--- src/rtl/core/segcol_pkg.sv ---
// Shared types, constants and the arctangent table of the segment collinearity test.
package segcol_pkg;

  localparam int COORD_BITS         = 12;
  localparam int CORDIC_PRESHIFT    = 8;
  localparam int CORDIC_W           = COORD_BITS + 11;
  localparam int CORDIC_PER_STAGE   = 4;
  localparam int ANGLE_W            = 18;
  localparam int ANGLE_PI_HALF      = 12868;
  localparam int ANGLE_LIMIT        = 715;
  localparam int PROD_W             = 2 * COORD_BITS + 2;
  localparam int NUM_W              = 2 * COORD_BITS + 2;
  localparam int DIVIDEND_W         = NUM_W + 4;
  localparam int QUOT_BITS          = 20;
  localparam int DIV_PER_STAGE      = 4;
  localparam int DIV_STAGES         = QUOT_BITS / DIV_PER_STAGE;
  localparam int SUM_W              = QUOT_BITS + 2;
  localparam int THRESH_W           = 16;
  localparam logic [THRESH_W-1:0] THRESH_RESET = 16'd240;

  localparam logic [1:0] OUT_MERGED   = 2'd0;
  localparam logic [1:0] OUT_ANGLE    = 2'd1;
  localparam logic [1:0] OUT_VERTICAL = 2'd2;
  localparam logic [1:0] OUT_DISTANCE = 2'd3;

  typedef struct packed {
    logic [11:0] first_x0;
    logic [11:0] first_y0;
    logic [11:0] first_x1;
    logic [11:0] first_y1;
    logic [11:0] second_x0;
    logic [11:0] second_y0;
    logic [11:0] second_x1;
    logic [11:0] second_y1;
  } request_t;

  typedef struct packed {
    logic       mergeable;
    logic [1:0] outcome;
  } result_t;

  typedef struct packed {
    logic [COORD_BITS-1:0] x0;
    logic [COORD_BITS-1:0] y0;
    logic [COORD_BITS-1:0] x1;
    logic [COORD_BITS-1:0] y1;
  } segment_t;

  // atan(2^-i) in Q3.13, rounded to nearest.
  function automatic logic signed [ANGLE_W-1:0] atan_entry(input int idx);
    logic signed [ANGLE_W-1:0] v;
    begin
      case (idx)
        0:       v = 18'sd6434;
        1:       v = 18'sd3798;
        2:       v = 18'sd2007;
        3:       v = 18'sd1019;
        4:       v = 18'sd511;
        5:       v = 18'sd256;
        6:       v = 18'sd128;
        7:       v = 18'sd64;
        8:       v = 18'sd32;
        9:       v = 18'sd16;
        10:      v = 18'sd8;
        11:      v = 18'sd4;
        12:      v = 18'sd2;
        13:      v = 18'sd1;
        default: v = 18'sd0;
      endcase
      return v;
    end
  endfunction

endpackage

--- src/rtl/core/segcol_div.sv ---
// Pipelined restoring divider giving a saturated 20-bit quotient.
module segcol_div (
  input  logic                                  clk,
  input  logic                                  rst,
  input  logic                                  in_valid,
  input  logic [segcol_pkg::NUM_W-1:0]          numer,
  input  logic [segcol_pkg::COORD_BITS-1:0]     denom,
  output logic                                  out_valid,
  output logic [segcol_pkg::QUOT_BITS-1:0]      quot
);

  localparam int C  = segcol_pkg::COORD_BITS;
  localparam int DW = segcol_pkg::DIVIDEND_W;
  localparam int QB = segcol_pkg::QUOT_BITS;
  localparam int DS = segcol_pkg::DIV_STAGES;
  localparam int PS = segcol_pkg::DIV_PER_STAGE;
  localparam int RW = C + 1;

  logic          vld [0:DS];
  logic          sat [0:DS];
  logic [RW-1:0] rem [0:DS];
  logic [QB-1:0] q   [0:DS];
  logic [QB-1:0] lo  [0:DS];
  logic [C-1:0]  d   [0:DS];

  logic [DW-1:0] dividend;
  logic [DW-1:0] hi;

  assign dividend = {numer, 4'b0000};
  assign hi       = dividend >> QB;

  // A quotient of 2^20 or more saturates, so the remaining remainder is narrow.
  always_ff @(posedge clk) begin
    if (rst) begin
      vld[0] <= 1'b0;
    end else begin
      vld[0] <= in_valid;
    end
    sat[0] <= (hi >= DW'(denom));
    rem[0] <= RW'(hi);
    q[0]   <= '0;
    lo[0]  <= dividend[QB-1:0];
    d[0]   <= denom;
  end

  for (genvar s = 0; s < DS; s++) begin : g_stage
    logic [RW-1:0] rn;
    logic [QB-1:0] qn;

    always_comb begin
      rn = rem[s];
      qn = q[s];
      for (int k = 0; k < PS; k++) begin
        rn = {rn[RW-2:0], lo[s][QB-1-(s*PS+k)]};
        if (rn >= RW'(d[s])) begin
          rn = rn - RW'(d[s]);
          qn[QB-1-(s*PS+k)] = 1'b1;
        end
      end
    end

    always_ff @(posedge clk) begin
      if (rst) begin
        vld[s+1] <= 1'b0;
      end else begin
        vld[s+1] <= vld[s];
      end
      sat[s+1] <= sat[s];
      rem[s+1] <= rn;
      q[s+1]   <= qn;
      lo[s+1]  <= lo[s];
      d[s+1]   <= d[s];
    end
  end

  assign out_valid = vld[DS];
  assign quot      = sat[DS] ? {QB{1'b1}} : q[DS];

endmodule

--- config.mk ---
export PLATFORM = sky130hd
export DESIGN_NAME = segcol_div
export DESIGN_NICKNAME = d
export VERILOG_FILES = /design/src/rtl/core/segcol_pkg.sv /design/src/rtl/core/segcol_div.sv
export SDC_FILE = /design/constraint.sdc
export NUM_CORES = 1
export LEC_CHECK = 0
export BUFFER_PORTS_ARGS = -buffer_cell sky130_fd_sc_hd__buf_4
export CAP_MARGIN = 20
export CORE_UTILIZATION = 45
export CTS_CLUSTER_DIAMETER = 100
export DETAILED_ROUTE_END_ITERATION = 12
export HOLD_SLACK_MARGIN = 0.12
export REMOVE_ABC_BUFFERS = 1
export SYNTH_ARGS = -nofsm -noshare
export SYNTH_HDL_FRONTEND = slang
export SYNTH_SLANG_ARGS = --single-unit
export TNS_END_PERCENT = 50
--- constraint.sdc ---
create_clock -name clk -period 12 [get_ports clk]
set_input_delay 0.6 -clock clk [delete_from_list [all_inputs] [get_ports clk]]
set_output_delay 0.6 -clock clk [all_outputs]
set_load 0.01 [all_outputs]
---- After elaboration in Yosys (flattened, before gate mapping) ----
Memory sizes are Yosys's and may differ from the RTL's.
Index checks and enable logic that the tools add are counted.
storage, ports and cells
  flip-flop bits (word level) ............. 0
  RAM bits ................................ 402
  bits of input ports ..................... 41
  memories ................................ 6
cells by class
  add/sub/neg operators ................... 20
  magnitude comparators ................... 21
  multiplexer cells ....................... 50
  bitwise operators ....................... 6
memories
  name  words  width  read ports  clocked after Yosys merged registers in  write ports  line              RTL
  lo    6      20     5           0                                        6            segcol_div.sv:23  logic [QB-1:0] lo [0:DS];
  q     6      20     6           0                                        6            segcol_div.sv:22  logic [QB-1:0] q [0:DS];
  rem   6      13     5           0                                        6            segcol_div.sv:21  logic [RW-1:0] rem [0:DS];
  d     6      12     5           0                                        6            segcol_div.sv:24  logic [C-1:0] d [0:DS];
  sat   6      1      6           0                                        6            segcol_div.sv:20  logic sat [0:DS];
  vld   6      1      6           0                                        6            segcol_div.sv:19  logic vld [0:DS];
operators with widths
  cell                            number
  >= comparator 13 x 12 -> 1 bit  20
  2-to-1 mux 12 bit               15
  subtractor 12 bit               15
  2-to-1 mux 13 bit               5
  subtractor 13 x 12 -> 13 bit    5
  2-to-1 mux 1 bit                29
  2-to-1 mux 20 bit               1
  >= comparator 10 x 12 -> 1 bit  1
  OR 1 bit                        6

---- Longest topological paths before layout ----
Gate-level depths: netlist of run 1.
An unclocked memory read counts as a cell.
  depth in word-level cells ............... 9
  mapped depth ............................ 46

---- Least setup slack after synthesis of run 1 ----
No wires, ideal clock.
  kind .................................... register to register
  start ................................... memory d[3][10] (netlist bit)
  end ..................................... memory rem[4][3] (netlist bit)
  setup time .............................. 121 ps
  arrival ................................. 9589 ps
  required time ........................... 11879 ps
  setup slack ............................. 2290 ps
  cell stages (with the launch flop) ...... 46
  buffers on the path ..................... 4
  period minus slack after synthesis ...... 9710 ps
  cell sequence ........................... dfxtp_1 -> inv_1 -> ha_1 -> a21o_1 -> or4_1 -> or4_1 -> o21ai_2 -> clkbuf_1 -> clkbuf_1 -> nor2_1 -> a21oi_1 -> inv_1 -> ha_1 -> nor2b_1 -> o2111ai_1 -> nand3_1 -> a21oi_1 -> a21boi_0 -> [... 10 more ...] -> a31oi_1 -> a31oi_1 -> or2b_1 -> nor2b_4 -> mux2_2 -> inv_1 -> ha_1 -> nor2b_1 -> o21ai_0 -> a21boi_0 -> o41ai_1 -> o21ai_0 -> o21a_1 -> nor3_1 -> o21bai_1 -> a31oi_2 -> buf_6 -> mux2_4
RTL lines
  element          line
  start, declared  segcol_div.sv:24
  end, declared    segcol_div.sv:21

==> results.yml, run 1 <==
layout:
  num_antenna_cells: 0
  nets: 2440
  syn_to_final_growth_pct: 13.2
  drive_gt1_frac: 0.137
clocking:
  cts_setup_buffers: 0
  max-clock-path-buffers: 3
  clkSlewWorstSetupHoldPaths_ns: 0.07
  clk-insertion-delay-late_ns: 0.58
  cts_buffers: 27
  cts.htree.levels: 1
  cts_root_buf: "clkbuf_16"
  clock-sinks: 230
  cts_tree: "built"
  cts.repair.resized: 0
logic_synthesis:
  synth_edf_count: 0
  synth_top_cells_by_count: "ha_1, dfxtp_1, inv_1"
  ys_ff_latch: 230
  postSynthCellCount: 2029
  async_flop_share: 0
  yosys.area.top_type: "dfxtp_1"
  synth.most_common_cell: "ha_1"
  yosysWarnings: 0
  ys_top_cells_by_area: "dfxtp_1, ha_1, mux2_2"
  yosysSeqAreaShare: 0.259
  ys.flop_type: "dfxtp_1"
  syn_area_mm2: 0.0178
  synthDistinctLibCells: 79
  avgSynthCellArea_um2: 8.76
  synth_top_area_frac: 0.259
drt:
  vias: 14600
  drc: 0
  detailroute.wirelength.met2_mm: 19.9
  drtIter0Drc: 779
  via_per_inst: 5.47
  met3_length_mm: 1.87
  post_drt_wl_per_cell_um: 16.6
  wl_mm: 44.4
  dr.max_layer_used: "met4"
  wl_met1_mm: 21.7
  ant_nets: 0
  drt-pass1-iter-count: 7
die:
  die_x_um: 201
  die_h_um: 201
  core_area_mm2: 0.0388
  die_area_mm2: 0.0403
  initial_core_util: 0.458
  io_pins: 62
  num_rows: 72
setup_path:
  critPathCaptureType: "flop"
  reg2reg_from: "d[3][10]$_DFF_P_"
  cp-startpoint: "d[3][10]$_DFF_P_"
  setup.worst_path.start_class: "flop"
  crit_fanout: 21
  slowest_delay_ns: 0.63
  crit_type: "flop to flop"
  cp_data_required_time_ns: 12.47
  path_common_cell: "o21ai_0"
  worstRegToRegCells: 42
  slowest_stage: "a2111oi_4"
  worstPathArrival_ns: 11.24
timing:
  worst_pin_slew_ns: 0.935
  maxSlewViolCount: 0
  rsz0062_at_grt: "no"
  finalHoldViolations: 0
  fin_crit_sh: 0.897
  finalSetupViolCount: 0
  fmax_mhz: 92.9
  timing.final.ws_setup_ns: 1.23
  tns_ns: 0
  holdWs_ns: 0.148
  slew-limit-headroom: 0.376
  period_needed_ns: 10.77
  clock_skew_ns: 0.0197
min_path:
  hold_depth: 1
  hp-class: "input pin to flop"
  min_from: "numer[19]"
global_route:
  antenna_found_initial: 0
  grt_pass1_wl_mm: 71.3
  grt_usage: 0.215
  grt_pass1_vias: 14000
  grt_max_degree: 22
  overflow: 0
place:
  place_hpwl_mm: 35.3
  place_congestion: 0.921
  port-buffer-count: 61
  place_ws_ns: 1.31
status:
  status: "completed"
run:
  cap_viol_max_count: 0
sequential cells by signal, indices dropped and copies added (netlist names):
signal,count
d,60
q,60
rem,58
lo,40
sat,6
vld,6
metrics by stage:
step | utilization | std cells | area, um^2
CTS | 0.517 | 2670 | 20100
global route | 0.518 | 2673 | 20100
detailed placement | 0.486 | 2593 | 18900
finish | 0.518 | 2673 | 20100
floorplan | - | 2003 | 17700
global placement | 0.486 | 2593 | 18900
critical path, delay by kind of cell (launching register included):
kind | cells | cell delay, ns
and+or+nand+nor | 10 | 2.07
AOI/OAI and AO/OA | 20 | 5.48
buffers and inverters | 6 | 0.87
adders and majority gates | 4 | 1.18
DFF | 1 | 0.32
muxes | 2 | 0.75
path summary, 6_finish.rpt:
path	end	slack, ns
setup / recovery	rem[4][2]$_DFF_P_	1.23
hold / removal	rem[0][3]$_DFF_P_	0.15
setup reg to reg	rem[4][2]$_DFF_P_	1.23
hold reg to reg	q[5][10]$_DFF_P_	0.32
final cells by class:
| class | instances | area [um^2] |
|---|---|---|
| Timing Repair Buffer | 104 | 861 |
| Tap cell | 518 | 648 |
| Inverter | 167 | 629 |
| Multi-Input combinational cell | 1606 | 12400 |
| Clock inverter | 16 | 223 |
| Sequential cell | 230 | 4600 |
| Fill cell | 3684 | 18700 |
| Clock buffer | 32 | 724 |
logic make-up (layout without fill, tap and decap cells):
group,count (synthesis),after routing,synth area share
adder cells (fa/ha/maj),263,263,0.192
flip-flops,230,230,0.259
multiplexers,156,156,0.100
XOR/XNOR,150,150,0.0739
buffers and inverters,193,319,0.0419
AO/OA/AOI/OAI,503,503,0.184
AND/OR/NAND/NOR,534,534,0.149
what timing repair did:
| item | in CTS | in global routing |
|---|---|---|
| hold buffers | 29 | 3 |
| endpoints found under the setup margin | 0 | 0 |
| hold endpoints to repair | 29 | 3 |
placed cells by master (no fill, tap or decap), drive strengths merged, types with 9 or more instances in the layout:
| cell | instances |
|---|---|
| ha | 246 |
| dfxtp | 230 |
| inv | 171 |
| a21oi | 138 |
| nor2 | 135 |
| nand2 | 131 |
| mux2 | 129 |
| o21ai | 117 |
| xnor2 | 99 |
| buf | 72 |
| a21o | 63 |
| xor2 | 51 |
| nor2b | 43 |
| nand3 | 40 |
| o21a | 40 |
| nor3 | 39 |
| dlygate4sd3 | 32 |
| clkbuf | 32 |
| or2 | 29 |
| nand4 | 28 |
| mux2i | 27 |
| o21bai | 22 |
| nand2b | 21 |
| a21boi | 18 |
| fa | 17 |
| a31oi | 15 |
| nor4 | 14 |
| or3 | 13 |
| a211oi | 11 |
| and3 | 9 |
| o211ai | 9 |
| o31a | 9 |
per-layer routing:
layer | global-route usage | up-vias
met2 | 0.355 | 274
met4 | 0.0564 | 0
met3 | 0.0265 | 65
met5 | 0 | -
met1 | 0.296 | 6799
li1 | - | 7483
Power of run 1 is not shown: default switching activity piles up to over one toggle a cycle in this logic, so the estimate is an artifact.
==> inputs of run 2 (changes only) <==
--- a/config.mk
+++ b/config.mk
@@ -5,7 +5,7 @@
 export SDC_FILE = /design/constraint.sdc
 export NUM_CORES = 1
 export LEC_CHECK = 0
-export BUFFER_PORTS_ARGS = -buffer_cell sky130_fd_sc_hd__buf_4
+export BUFFER_PORTS_ARGS = -buffer_cell sky130_fd_sc_hd__clkbuf_2
 export CAP_MARGIN = 20
 export CORE_UTILIZATION = 45
 export CTS_CLUSTER_DIAMETER = 100
==> run 2 against run 1 <==
Register-to-register slack lost 0.15 ns. Critical path depth is the same. Count of clock-buffer cells in the layout grew 2. Non-clock buffer count shrank 15. Wire length shrank 1.5%. First-iteration DRC count grew 22%. Clock skew grew 0.019 ns. Flip-flop and latch count is the same. Global-route usage shrank 0.11 points. Utilization shrank 0.54 points. Setup slack lost 0.15 ns. Worst hold slack lost 0.0029 ns. Critical path type unchanged. Critical endpoint unchanged.
==> results.yml, run 2 (synthesis gave the netlist of run 1 again) <==
status:
  status: "completed"
drt:
  drc: 0
  drtIter0Drc: 949
  via_per_inst: 5.48
  ant_nets: 0
  dr.max_layer_used: "met4"
  drt-pass1-iter-count: 7
  detailroute.wirelength.met2_mm: 19.7
  met3_length_mm: 1.68
  vias: 14600
  wl_met1_mm: 21.2
  wl_mm: 43.8
  post_drt_wl_per_cell_um: 16.4
setup_path:
  slowest_stage: "a2111oi_4"
  r2r_slack_ns: 1.09
  cp_data_required_time_ns: 12.43
  cpLargestDelayFamily: "compound AO/OA/AOI/OAI gates"
  crit_fanout: 21
  setup.worst_path.start_class: "flop"
  slowest_delay_ns: 0.62
  worstPathArrival_ns: 11.35
  cp_num_buf_inv: 6
  reg2reg_from: "d[3][10]$_DFF_P_"
  critPathCaptureType: "flop"
  worstSetupPathDepth: 42
  worst_r2r_endpoint: "rem[4][2]$_DFF_P_"
  path_common_cell: "o21ai_0"
  worstRegToRegCells: 42
  cp-startpoint: "d[3][10]$_DFF_P_"
  crit_type: "flop to flop"
  endpoint: "rem[4][2]$_DFF_P_"
clocking:
  cts_root_buf: "clkbuf_16"
  cts_buffers: 28
  clkSlewWorstSetupHoldPaths_ns: 0.06
  clk-insertion-delay-late_ns: 0.58
  cts.htree.levels: 1
  max-clock-path-buffers: 3
  cts_tree: "built"
  cts_setup_buffers: 0
  clock-sinks: 230
timing:
  clock_skew_ns: 0.0390
  fmax_mhz: 91.6
  worst_pin_slew_ns: 0.799
  tns_ns: 0
  maxSlewViolCount: 0
  finalSetupViolCount: 0
  fin_crit_sh: 0.909
  period_needed_ns: 10.91
  finalHoldViolations: 0
  rsz0062_at_grt: "no"
  slew-limit-headroom: 0.467
die:
  die_h_um: 201
  core_area_mm2: 0.0388
  io_pins: 62
  die_area_mm2: 0.0403
  die_x_um: 201
  num_rows: 72
  initial_core_util: 0.458
layout:
  final_common_cell: "ha_1"
  final_core_util: 0.513
  num_antenna_cells: 0
  final_cell_area_mm2: 0.0199
  nets: 2426
  drive_gt1_frac: 0.140
  final_cell_mix: "ha_1, dfxtp_1, inv_1"
  largestRegisters: "d: 60 flops, q: 60 flops, rem: 58 flops"
  syn_to_final_growth_pct: 12.0
global_route:
  grt_pass1_wl_mm: 70.8
  grt_usage: 0.214
  antenna_found_initial: 0
  grt_max_degree: 22
  overflow: 0
  grt_pass1_vias: 14000
place:
  place_area_mm2: 0.0187
  port-buffer-count: 61
  place_congestion: 0.914
  place_hpwl_mm: 35.0
run:
  cap_viol_max_count: 0
min_path:
  min_from: "denom[0]"
  hp-class: "input pin to flop"
run 2: cell types whose count changed in the layout (fill, tap and decap cells not counted), sizes merged:
cell	before	now
clkinvlp	0	2
bufinv	4	5
inv	171	172
clkinv	8	6
clkbuf	32	95
dlygate4sd3	32	17
buf	72	11
run 2: timing repair:
| action | in CTS | in global routing |
|---|---|---|
| hold buffers | 17 | 0 |
| setup endpoints to repair | 0 | 0 |
| gates resized for setup | 0 | 0 |
| endpoints found under the hold margin | 17 | 0 |
run 2: how the worst min path moves through the flow:
stage	end	slack, ns	cells after the start
after floorplan	lo[1][10]$_DFF_P_	0.31	0
after global placement	sat[1]$_DFF_P_	0.31	0
after detailed placement	q[4][19]$_DFF_P_	0.31	0
after CTS	d[0][0]$_DFF_P_	0.12	1
after global routing	lo[0][8]$_DFF_P_	0.12	1
final	d[0][0]$_DFF_P_	0.15	1
run 2: per-layer routing:
metal  global-route usage  up-vias
met5              0.00357        -
met4               0.0643        0
met3               0.0255       64
met2                0.356      305
met1                0.290     6755
li1                     -     7463
run 2: layout make-up:
class,instances,area [um^2]
flip-flops and latches,230,4600
inverters,167,629
clock inverters,18,254
well taps,518,648
clock buffers,34,785
repair buffers,89,558
fillers,3692,18900
multi-input cells,1606,12400
run 2: worst reg2reg max path, delay by kind of cell, from the launching register on:
family / cells / cell delay (ns)
AO/OA/AOI/OAI: 20 / 5.62
AND/OR/NAND/NOR: 10 / 2.06
adder cells (fa/ha/maj): 4 / 1.16
buffers and inverters: 6 / 0.89
flip-flops: 1 / 0.32
multiplexers: 2 / 0.75
run 2: metrics by stage:
stage	hold WS [ns]	cells	setup slack, ns
floorplan	0.310	2003	2.11
detailed placement	0.312	2593	1.30
global route	0.123	2662	0.178
CTS	0.121	2662	1.14
global placement	0.310	2593	1.54
finish	0.145	2662	1.09
Power of run 2 is left out for the same reason.
